### src/rtl/ltms_pkg.sv
// ----------------------------------------------------------------------------
// Line-track mode sequencer package
// Mode, action and pattern codes, register indexes and the angle wrap helper.
// ----------------------------------------------------------------------------
`default_nettype none

package ltms_pkg;

    typedef enum logic [2:0] {
        MODE_NORMAL = 3'd0,
        MODE_CROSS  = 3'd1,
        MODE_TURN   = 3'd2,
        MODE_RING   = 3'd3,
        MODE_COOL   = 3'd4
    } t_mode;

    typedef enum logic [1:0] {
        ACT_FOLLOW = 2'd0,
        ACT_HOLD   = 2'd1,
        ACT_TURN   = 2'd2
    } t_action;

    // Line pattern codes
    localparam logic [2:0] PAT_LOST       = 3'd1;
    localparam logic [2:0] PAT_CROSS      = 3'd2;
    localparam logic [2:0] PAT_FULL_BLACK = 3'd3;
    localparam logic [2:0] PAT_LEFT_SHARP = 3'd4;
    localparam logic [2:0] PAT_RIGHT_SHARP = 3'd5;

    // Configuration register indexes
    localparam logic [2:0] REG_EVENT_STABLE  = 3'd0;
    localparam logic [2:0] REG_CROSS_PASS    = 3'd1;
    localparam logic [2:0] REG_TURN_STABLE   = 3'd2;
    localparam logic [2:0] REG_COOLDOWN      = 3'd3;
    localparam logic [2:0] REG_RING_MIN      = 3'd4;
    localparam logic [2:0] REG_RING_TIMEOUT  = 3'd5;
    localparam logic [2:0] REG_TURN_ANGLE    = 3'd6;
    localparam logic [2:0] REG_TURN_TOL      = 3'd7;

    localparam logic signed [17:0] ANG_HALF  = 18'sd18000;
    localparam logic signed [17:0] ANG_FULL  = 18'sd36000;
    localparam logic signed [17:0] ANG_1P5   = 18'sd54000;
    localparam logic signed [17:0] ANG_FULL2 = 18'sd72000;

    // Wrap a value in [-65536, 65535] into [-18000, 18000).
    function automatic logic signed [15:0] wrap_angle(input logic signed [17:0] v);
        logic signed [17:0] r;
        if (v >= ANG_1P5) begin
            r = v - ANG_FULL2;
        end else if (v >= ANG_HALF) begin
            r = v - ANG_FULL;
        end else if (v < -ANG_1P5) begin
            r = v + ANG_FULL2;
        end else if (v < -ANG_HALF) begin
            r = v + ANG_FULL;
        end else begin
            r = v;
        end
        return $signed(r[15:0]);
    endfunction

endpackage

`default_nettype wire

### src/rtl/line_track_mode_sequencer_core.sv
// ----------------------------------------------------------------------------
// Line-track mode sequencer core
// Debounces line patterns into cross, turn and roundabout modes and reports
// the drive action and heading target for each control tick.
// ----------------------------------------------------------------------------
// Usage:
//   Slave stream: one transfer per control tick, carrying the line pattern
//   and the gyro yaw. Master stream: one transfer per tick with the drive
//   action and heading target picked by the mode held at the start of that
//   tick, plus the mode after it. Configuration writes go through the plain
//   write port (enable, index, data) and take effect at the next edge; write
//   them only while no tick is in flight.
//   A result passes the input register, then the result register, after its
//   input transfer. Throughput: one tick per cycle unless the receiver stalls;
//   the mode update is a few compares and two wrap adds between the registers.
//   Reset (synchronous, active low) restores the default registers, returns
//   to normal mode with all counts and headings cleared, and empties both
//   register stages.
//   When the receiver stalls, the result register holds and the input stage
//   holds one more tick; s_axis_tready drops only when both are full.
// ----------------------------------------------------------------------------
`default_nettype none

module line_track_mode_sequencer_core
    import ltms_pkg::*;
(
    input  wire logic        i_clk,
    input  wire logic        i_rst_n,
    // Configuration write port
    input  wire logic        i_cfg_we,
    input  wire logic [2:0]  i_cfg_addr,
    input  wire logic [15:0] i_cfg_wdata,
    // Slave stream
    input  wire logic        s_axis_tvalid,
    output      logic        s_axis_tready,
    input  wire logic [23:0] s_axis_tdata,   // [2:0] line_pattern, [18:3] yaw_angle
    // Master stream
    output      logic        m_axis_tvalid,
    input  wire logic        m_axis_tready,
    output      logic [23:0] m_axis_tdata    // [1:0] drive_action,
                                             // [17:2] heading_target, [20:18] mode_after
);

    // ---------------- configuration registers ----------------
    logic [7:0]  r_event_stable;
    logic [15:0] r_cross_pass;
    logic [7:0]  r_turn_stable;
    logic [15:0] r_cooldown;
    logic [15:0] r_ring_min;
    logic [15:0] r_ring_timeout;
    logic [14:0] r_turn_angle;
    logic [14:0] r_turn_tol;

    always_ff @(posedge i_clk) begin
        if (!i_rst_n) begin
            r_event_stable <= 8'd3;
            r_cross_pass   <= 16'd25;
            r_turn_stable  <= 8'd3;
            r_cooldown     <= 16'd30;
            r_ring_min     <= 16'd60;
            r_ring_timeout <= 16'd220;
            r_turn_angle   <= 15'd7500;
            r_turn_tol     <= 15'd300;
        end else if (i_cfg_we) begin
            case (i_cfg_addr)
                REG_EVENT_STABLE: r_event_stable <= i_cfg_wdata[7:0];
                REG_CROSS_PASS:   r_cross_pass   <= i_cfg_wdata;
                REG_TURN_STABLE:  r_turn_stable  <= i_cfg_wdata[7:0];
                REG_COOLDOWN:     r_cooldown     <= i_cfg_wdata;
                REG_RING_MIN:     r_ring_min     <= i_cfg_wdata;
                REG_RING_TIMEOUT: r_ring_timeout <= i_cfg_wdata;
                REG_TURN_ANGLE:   r_turn_angle   <= i_cfg_wdata[14:0];
                REG_TURN_TOL:     r_turn_tol     <= i_cfg_wdata[14:0];
                default: ;
            endcase
        end
    end

    // ---------------- pipeline control ----------------
    logic        r_in_valid;
    logic [2:0]  r_in_pat;
    logic signed [15:0] r_in_yaw;
    logic        r_out_valid;
    t_action     r_out_action;
    logic signed [15:0] r_out_target;
    t_mode       r_out_mode;
    logic        w_adv;

    // Advance the input stage whenever the result register is free or drains.
    assign w_adv         = r_in_valid && (!r_out_valid || m_axis_tready);
    assign s_axis_tready = !r_in_valid || w_adv;

    always_ff @(posedge i_clk) begin
        if (!i_rst_n) begin
            r_in_valid <= 1'b0;
        end else if (s_axis_tready) begin
            r_in_valid <= s_axis_tvalid;
        end
    end

    always_ff @(posedge i_clk) begin
        if (s_axis_tready && s_axis_tvalid) begin
            r_in_pat <= s_axis_tdata[2:0];
            r_in_yaw <= $signed(s_axis_tdata[18:3]);
        end
    end

    // ---------------- sequencer state ----------------
    t_mode       r_mode, n_mode;
    logic [7:0]  r_debounce, n_debounce;
    logic [15:0] r_ticks, n_ticks;
    logic signed [15:0] r_locked, n_locked;
    logic signed [15:0] r_target, n_target;

    logic [7:0]  w_deb_inc;
    logic [15:0] w_ticks_inc;
    logic signed [17:0] w_yaw_x;
    logic signed [17:0] w_ang_x;
    logic signed [15:0] w_new_target;
    logic signed [15:0] w_err;
    logic signed [15:0] w_tol;
    logic        w_in_tol;
    t_action     w_action;
    logic signed [15:0] w_head;

    // Saturating bumps of the two counts
    assign w_deb_inc   = (r_debounce == 8'hFF) ? r_debounce : r_debounce + 8'd1;
    assign w_ticks_inc = (r_ticks == 16'hFFFF) ? r_ticks : r_ticks + 16'd1;

    // Turn target: yaw plus the angle for a left sharp, minus it for a right sharp
    assign w_yaw_x      = {{2{r_in_yaw[15]}}, r_in_yaw};
    assign w_ang_x      = $signed({3'b000, r_turn_angle});
    assign w_new_target = wrap_angle((r_in_pat == PAT_LEFT_SHARP) ?
                                     w_yaw_x + w_ang_x : w_yaw_x - w_ang_x);

    // Heading error against the stored turn target, bound is exclusive
    assign w_err    = wrap_angle({{2{r_target[15]}}, r_target} - w_yaw_x);
    assign w_tol    = $signed({1'b0, r_turn_tol});
    assign w_in_tol = (w_err > -w_tol) && (w_err < w_tol);

    // Next state
    always_comb begin
        n_mode     = r_mode;
        n_debounce = r_debounce;
        n_ticks    = r_ticks;
        n_locked   = r_locked;
        n_target   = r_target;
        case (r_mode)
            MODE_NORMAL: begin
                if (r_in_pat >= PAT_CROSS) begin
                    n_debounce = w_deb_inc;
                    if (w_deb_inc >= r_event_stable) begin
                        if (r_in_pat <= PAT_FULL_BLACK) begin
                            n_locked = r_in_yaw;
                            n_mode   = MODE_CROSS;
                        end else if (r_in_pat <= PAT_RIGHT_SHARP) begin
                            n_target = w_new_target;
                            n_mode   = MODE_TURN;
                        end else begin
                            n_mode = MODE_RING;
                        end
                        n_ticks    = 16'd0;
                        n_debounce = 8'd0;
                    end
                end else begin
                    n_debounce = 8'd0;
                end
            end
            MODE_CROSS: begin
                n_ticks = w_ticks_inc;
                if (w_ticks_inc >= r_cross_pass) begin
                    n_mode  = MODE_COOL;
                    n_ticks = 16'd0;
                end
            end
            MODE_TURN: begin
                if (w_in_tol) begin
                    n_debounce = w_deb_inc;
                    if (w_deb_inc >= r_turn_stable) begin
                        n_mode     = MODE_COOL;
                        n_ticks    = 16'd0;
                        n_debounce = 8'd0;
                    end
                end else begin
                    n_debounce = 8'd0;
                end
            end
            MODE_RING: begin
                n_ticks = w_ticks_inc;
                // Exit on a plain or lost line once past the minimum, else on timeout
                if ((w_ticks_inc >= r_ring_min) &&
                    ((r_in_pat <= PAT_LOST) || (w_ticks_inc >= r_ring_timeout))) begin
                    n_mode  = MODE_COOL;
                    n_ticks = 16'd0;
                end
            end
            MODE_COOL: begin
                n_ticks = w_ticks_inc;
                if (w_ticks_inc >= r_cooldown) begin
                    n_mode     = MODE_NORMAL;
                    n_ticks    = 16'd0;
                    n_debounce = 8'd0;
                end
            end
            default: begin
                n_mode     = MODE_NORMAL;
                n_ticks    = 16'd0;
                n_debounce = 8'd0;
            end
        endcase
    end

    // Outputs chosen by the mode held at the start of the tick
    always_comb begin
        case (r_mode)
            MODE_CROSS: begin
                w_action = ACT_HOLD;
                w_head   = r_locked;
            end
            MODE_TURN: begin
                w_action = ACT_TURN;
                w_head   = r_target;
            end
            default: begin
                w_action = ACT_FOLLOW;
                w_head   = 16'sd0;
            end
        endcase
    end

    always_ff @(posedge i_clk) begin
        if (!i_rst_n) begin
            r_mode     <= MODE_NORMAL;
            r_debounce <= 8'd0;
            r_ticks    <= 16'd0;
            r_locked   <= 16'sd0;
            r_target   <= 16'sd0;
        end else if (w_adv) begin
            r_mode     <= n_mode;
            r_debounce <= n_debounce;
            r_ticks    <= n_ticks;
            r_locked   <= n_locked;
            r_target   <= n_target;
        end
    end

    // ---------------- result register ----------------
    always_ff @(posedge i_clk) begin
        if (!i_rst_n) begin
            r_out_valid <= 1'b0;
        end else if (w_adv) begin
            r_out_valid <= 1'b1;
        end else if (m_axis_tready) begin
            r_out_valid <= 1'b0;
        end
    end

    always_ff @(posedge i_clk) begin
        if (w_adv) begin
            r_out_action <= w_action;
            r_out_target <= w_head;
            r_out_mode   <= n_mode;
        end
    end

    assign m_axis_tvalid = r_out_valid;
    assign m_axis_tdata  = {3'b000, r_out_mode, r_out_target, r_out_action};

    // ---------------- assertions ----------------
    a_follow_zero_target: assert property (@(posedge i_clk) disable iff (!i_rst_n)
        (r_out_valid && (r_out_action == ACT_FOLLOW)) |-> (r_out_target == 16'sd0))
        else $error("follow action with nonzero heading target");

    a_debounce_idle: assert property (@(posedge i_clk) disable iff (!i_rst_n)
        ((r_mode == MODE_CROSS) || (r_mode == MODE_RING) || (r_mode == MODE_COOL))
        |-> (r_debounce == 8'd0))
        else $error("debounce count left over outside normal and turn modes");

    a_target_range: assert property (@(posedge i_clk) disable iff (!i_rst_n)
        (r_mode == MODE_TURN) |-> ((r_target >= -16'sd18000) && (r_target < 16'sd18000)))
        else $error("turn target outside wrapped range");

    a_state_holds: assert property (@(posedge i_clk) disable iff (!i_rst_n)
        !w_adv |=> ($stable(r_mode) && $stable(r_ticks) && $stable(r_debounce)))
        else $error("sequencer state moved without a tick");

endmodule

`default_nettype wire
### config.mk
export PLATFORM = sky130hd
export DESIGN_NAME = line_track_mode_sequencer_core
export DESIGN_NICKNAME = d
export VERILOG_FILES = /design/src/rtl/ltms_pkg.sv /design/src/rtl/line_track_mode_sequencer_core.sv
export SDC_FILE = /design/constraint.sdc
export NUM_CORES = 1
export LEC_CHECK = 0
export BUFFER_PORTS_ARGS = -buffer_cell sky130_fd_sc_hd__buf_2
export CORE_MARGIN = 1
export CORE_UTILIZATION = 55
export DETAILED_ROUTE_END_ITERATION = 7
export PLACE_DENSITY = 0.72
export SETUP_SLACK_MARGIN = 0.5
export SYNTH_ARGS = -nofsm -noshare
export SYNTH_HDL_FRONTEND = slang
export SYNTH_SLANG_ARGS = --single-unit
### constraint.sdc
create_clock -name i_clk -period 12.73 [get_ports i_clk]
set_input_delay 0 -clock i_clk [delete_from_list [all_inputs] [get_ports i_clk]]
set_output_delay 0 -clock i_clk [all_outputs]
set_load 0.005 [all_outputs]
==> results of run 1 <==
area by class of cell:
| cell class | instances | area [um^2] |
|---|---|---|
| Inverter | 143 | 538.0 |
| Tap cell | 378 | 473.0 |
| Clock buffer | 38 | 705.7 |
| Timing Repair Buffer | 116 | 810.8 |
| Clock inverter | 6 | 103.9 |
| Fill cell | 2490 | 10490 |
| Sequential cell | 211 | 4624 |
| Multi-Input combinational cell | 1502 | 10030 |
cell usage after synthesis (all sizes together), types with 9 or more instances:
cell type and instances:
nand2 291, dfxtp 171, a21oi 165, ha 163
inv 143, nor2 132, o21ai 77, nand3 69
clkbuf 60, xnor2 58, nor3 45, o211ai 45
edfxtp 40, mux2i 39, a21o 35, buf 26
o21a 24, xor2 24, a31oi 22, nand2b 22
nand4 22, nor2b 20, a22o 18, a211oi 15
nor4 14, and3 13, and2 12, or2 12
o2111ai 10, o22ai 10, a32o 9, o31ai 9
what timing repair did:
| item | 4_1_cts | 5_1_grt |
|---|---|---|
| hold buffers | 41 | 0 |
| buffers inserted | 0 | 0 |
| endpoints found under the hold margin | 131 | 0 |
logic make-up (layout without fill, tap and decap cells):
group           after synthesis  in the layout  synth area share (%)
compound gates              521            521                 22.82
xor+xnor                     82             82                 4.735
buf+inv                     229            303                 5.973
mux                          43             43                 2.797
flops                       211            211                 29.71
simple gates                688            688                 20.58
fa+ha+maj                   165            165                 13.36
other cells                   1              3               0.02409
routing by layer:
layer  vias to the layer above  wire length [um]
met5                         -                 0
met1                      6861             20560
met3                        73              2563
met2                       412             19650
met4                         0               980
li1                       7069                 -
sequential cells by signal, summed over array words and instances, names as in the netlist, 8 cells and up:
name            cells
r_turn_angle       15
r_ticks            16
r_turn_tol         15
r_cross_pass       16
r_target           16
r_event_stable      8
r_ring_timeout     16
r_turn_stable       8
r_ring_min         16
r_debounce          8
r_in_yaw           16
r_locked           16
r_cooldown         16
r_out_target       16
report_power, final:
part	switching, W	total, W	internal, W
clock network	0.000288	0.000713	0.000424
logic	0.000398	0.000642	0.000244
registers	0.0000202	0.000724	0.000704
worst max-delay path, cell delays in order (launching register included):
cell and delay [ps]:
edfxtp_1 450, ha_1 210, inv_1 60, fa_1 440, a211oi_2 370, o21ai_0 160
a22oi_1 740, inv_1 380, ha_1 370, a31oi_1 260, o21ai_0 180, o211ai_1 540
nand2_1 240, o32ai_1 270, o22ai_1 140, xnor2_1 210, ha_1 360, nand4_1 120
or2_2 330, or2_2 300, a21oi_1 330, nand3_1 210, o21ai_4 340, and2_1 730
mux2i_1 260
per-stage QoR:
stage	instance area (um^2)	hold slack, ps
after floorplan	15570	98.87
after global placement	16070	177.7
after detailed placement	16070	179.2
after CTS	17290	35.24
after global routing	17290	80.30
final	17290	63.64
final timing paths:
| check | startpoint | end | slack, ps | depth (start not counted) |
|---|---|---|---|---|
| setup / recovery | r_in_yaw[0] | r_ticks[13] | 4670 | 24 |
| hold / removal | i_cfg_addr[2] | r_ring_min[11] | 60 | 5 |
| setup reg to reg | r_in_yaw[0] | r_ticks[13] | 4670 | 24 |
| hold reg to reg | r_ring_min[6] | r_ring_min[6] | 450 | 2 |
==> results.txt, run 1 <==
status - finished clean
final worst slack - 4667 ps
type of the most critical hold path - in -> reg
diodes inserted - 0
Syn Area/Cell - 8.023 um^2
total gr overflow - 0
Fin. Hold Viols - 0
initial antenna violation count - 0
dpl cells - 2309
Mapped Cells - 1940
number of flops mapped to enable cells by yosys - 40
Core Util, Final - 62.24%
setup slack at placement - 4812 ps
Synth Flop Type - dfxtp_1
leading cell type in the layout, fill and taps excluded - nand2_1
GR Util met1 - 42.20%
Resize count post-CTS - 0
DRC Markers - 0
Yosys top cell by area - dfxtp_1
clock latency on the worst-skew pair - 550 ps
Port Buffers - 65
sequential area share after synthesis - 29.71%
Ports - 74
power consumption - 0.002079 W
Crit Path Max Fanout - 16
vias per cell - 6.021
P&R area growth vs syn - 11.08%
Die W - 170.2 um
CTS tree - yes
maximum root-to-sink buffer count - 3
startpoint types - flip-flop
synthesized area - 15560 um^2
Worst-path clk slew - 60 ps
Worst-Margin Slew - 1148 ps
final max-slew violation count - 0
CP arrival - 8540 ps
Max Cap Violations - 0
# clock sinks - 211
Setup TNS - 0 ps
Initial Util - 56.03%
period utilization - 63.34%
Ys Warns - 0
largest net degree at the start of global routing - 78
Total GRT Usage - 29.82%
TritonRoute pass-1 iters - 5
area of the core - 27780 um^2
post-synth top area share - 21.99%
Yosys cell types - 97
Worst setup EP type - flip-flop
Root Buffer - clkbuf_16
pwr dens - 120.2 nW/um^2
most frequent cells in the layout - nand2_1, dfxtp_1, a21oi_1, ha_1, inv_1
Starting DRT DRC Count - 1235
Finished Layout Cells - 2394
grt met2 use - 48.13%
CTS Buf Count - 25
Leak - 6.982 nW
clock skew - 30.33 ps
FFs w/ async S/R, synth - 0%
antenna viol nets, final - 0
number of global-route vias before repair - 13190
final wirelength - 43750 um
routed via count - 14420
Fmax - 124.0 MHz
M3 GR Usage - 2.767%
FF+latch count, synth - 211
VDD IR-drop max - 0.07726 mV
Rows - 61
Die Ht - 170.2 um
DIE AREA - 28980 um^2
Slew HR - 23.44%
Detailed Place HPWL - 32020 um
# nets final - 2212
CTS H-Tree Depth - 1
Req. time, crit path - 13200 ps
GR peak layer - met2
Synth area leaders - dfxtp_1, ha_1, edfxtp_1
DR WL/cell - 18.27 um
final setup violation count - 0
first-pass GRT wire length - 69030 um
CP Class - reg -> reg
share of layout cells above drive strength 1 - 7.887%
Tmin final - 8063 ps
gpl congestion - 0.9282
RSZ-0062 raised after global routing - no
Note: power is estimated with default switching activity, not from simulation.
==> inputs of run 2 (changes only) <==
--- a/config.mk
+++ b/config.mk
@@ -9,7 +9,7 @@
 export CORE_MARGIN = 1
 export CORE_UTILIZATION = 55
 export DETAILED_ROUTE_END_ITERATION = 7
-export PLACE_DENSITY = 0.72
+export PLACE_DENSITY = 0.74
 export SETUP_SLACK_MARGIN = 0.5
 export SYNTH_ARGS = -nofsm -noshare
 export SYNTH_HDL_FRONTEND = slang
==> constraint.sdc (replaced) <==
create_clock -name i_clk -period 6.8 [get_ports i_clk]
set_input_delay 0 -clock i_clk [delete_from_list [all_inputs] [get_ports i_clk]]
set_output_delay 0 -clock i_clk [all_outputs]
set_load 0.005 [all_outputs]
==> run 2 against run 1 <==
  * Count of clock-buffer cells in the layout shrank 3
  * Final cell count up 1.4%
  * Sequential power is 88% higher
  * Sequential share of layout area down 0.71 points
  * Critical path depth increased by 2
  * Routed wire length is 4.1% higher
  * Worst setup slack worse by 4000 ps
  * Combinational power rose by 110%
==> results.txt, run 2 (same netlist as run 1, synthesis figures left out) <==
status - finished clean
period utilization - 90.44%
Placed Area - 16190 um^2
maximum root-to-sink buffer count - 3
DIE AREA - 28980 um^2
gpl congestion - 0.9389
Leak - 7.176 nW
Sw Ratio - 34.60%
Req. time, crit path - 7230 ps
Port Buffers - 65
# nets final - 2246
largest net degree at the start of global routing - 78
Die Ht - 170.2 um
P_sw - 0.001357 W
final setup violation count - 0
Setup TNS - 0 ps
leading cell type in the layout, fill and taps excluded - nand2_1
final instance area - 17760 um^2
final wirelength - 45550 um
vias per cell - 6.106
# clock sinks - 211
Cell Int Power - 0.002565 W
Worst-path clk slew - 70 ps
Tmin final - 6150 ps
Crit Path Max Fanout - 5
startpoint types - flip-flop
antenna viol nets, final - 0
Fmax - 162.6 MHz
Fillers - 2472
setup slack at placement - 187.2 ps
total gr overflow - 0
final worst slack - 649.8 ps
Detailed Place HPWL - 32980 um
Die W - 170.2 um
P&R area growth vs syn - 14.10%
DRC Markers - 0
most frequent cells in the layout - nand2_1, dfxtp_1, a21oi_1, ha_1, inv_1
Slew HR - 26.59%
Worst-Margin Slew - 1097 ps
RSZ-0062 raised after global routing - no
initial antenna violation count - 0
Rows - 61
Seq pwr share - 34.6%
routed via count - 14830
register-to-register setup slack - 650 ps
CTS H-Tree Depth - 1
clock skew - 24.23 ps
Total GRT Usage - 31.11%
clock latency on the worst-skew pair - 530 ps
final max-slew violation count - 0
pwr dens - 220.8 nW/um^2
type of the most critical hold path - in -> reg
Clk pwr share - 31.5%
Gate power share - 33.9%
VDD IR-drop max - 0.1315 mV
diodes inserted - 0
CP arrival - 6580 ps
DR WL/cell - 18.76 um
CTS Buf Count - 24
Worst setup EP type - flip-flop
share of layout cells above drive strength 1 - 11.61%
CTS tree - yes
number of global-route vias before repair - 13590
Root Buffer - clkbuf_16
hold_ws - 26.54 ps
Max Cap Violations - 0
CP Class - reg -> reg
Ports - 74
TritonRoute pass-1 iters - 7
first-pass GRT wire length - 72080 um
Starting DRT DRC Count - 1408
Fin. Hold Viols - 0
area of the core - 27780 um^2
Initial Util - 56.03%
==> run 2: cell count changes in the layout (fill, tap and decap cells not counted), moves of 3 or more <==
cell,change
clkinv_2,+5
o21ai_2,+3
ha_1,-9
a21oi_1,-4
clkbuf_1,-4
buf_4,+33
a21oi_2,+3
nor2_2,+4
o21ai_0,-5
dlygate4sd3_1,-3
nor2_1,-4
ha_2,+7
==> run 2: metal layers <==
layer	part of all wire [%]	global-route usage, %
met3	6.9	3.302
met4	1.9	7.011
met2	46	50.75
met5	0	0
met1	46	43.98
==> run 2: final timing paths <==
path / start / to / cells past startpoint
worst min-delay path: i_cfg_addr[0] / r_event_stable[4] / 4
worst min register to register: r_cross_pass[8] / r_cross_pass[8] / 2
worst max-delay path: r_in_yaw[0] / r_ticks[6] / 26
worst max register to register: r_in_yaw[0] / r_ticks[6] / 26
==> run 2: final cells by class <==
cell class / instances / area [um^2] / share of cell area, %
tap: 378 / 473.0 / 2.663
timing repair buffer: 150 / 1105 / 6.221
inverter: 143 / 538.0 / 3.029
multi-input combinational: 1503 / 10270 / 57.86
clock buffer: 35 / 693.2 / 3.903
sequential: 211 / 4624 / 26.04
clock inverter: 8 / 51.30 / 0.2889
==> run 2: critical path: stages, from the launching register on <==
cell and delay (ps):
edfxtp_1 390, ha_2 210, inv_1 70, fa_2 430, a211oi_2 270, o21ai_1 100
a22oi_2 300, ha_2 290, nor4b_4 210, mux2i_1 130, a32oi_2 230, o21ai_2 120
a2111o_1 530, and3_1 220, a211o_1 310, ha_4 230, a21o_1 180, a211o_1 300
o221ai_2 190, a21oi_2 110, a31oi_4 190, nor4b_4 70, buf_4 170, o21ai_4 250
buf_4 160, o211ai_1 80, a32o_1 300
==> run 2: timing repair <==
item | in CTS | in global routing
setup buffers | 6 | 17
hold buffers | 38 | 0
gates cloned | 1 | 1
hold endpoints to repair | 131 | 0
setup endpoints to repair | 25 | 28
gates resized for setup | 10 | 43
pin swaps | 6 | 31
==> run 2: power groups by stage <==
| stage | logic [W] | clock network [W] | registers, W |
|---|---|---|---|
| after global placement | 0.00115 | 0 | 0.00138 |
| after floorplan | 0.000878 | 0 | 0.00137 |
| final | 0.00133 | 0.00123 | 0.00136 |
| after global routing | 0.00144 | 0.00130 | 0.00136 |
| after CTS | 0.00122 | 0.00125 | 0.00136 |
| after detailed placement | 0.00117 | 0 | 0.00138 |
==> run 2: metrics by stage <==
stage                     std cells  utilization, %  power [W]
after floorplan                1942               -   0.002244
after global placement         2322           58.26   0.002534
after detailed placement       2322           58.26   0.002552
after CTS                      2410           62.68   0.003821
after global routing           2428           63.93   0.004104
final                          2428           63.93   0.003922
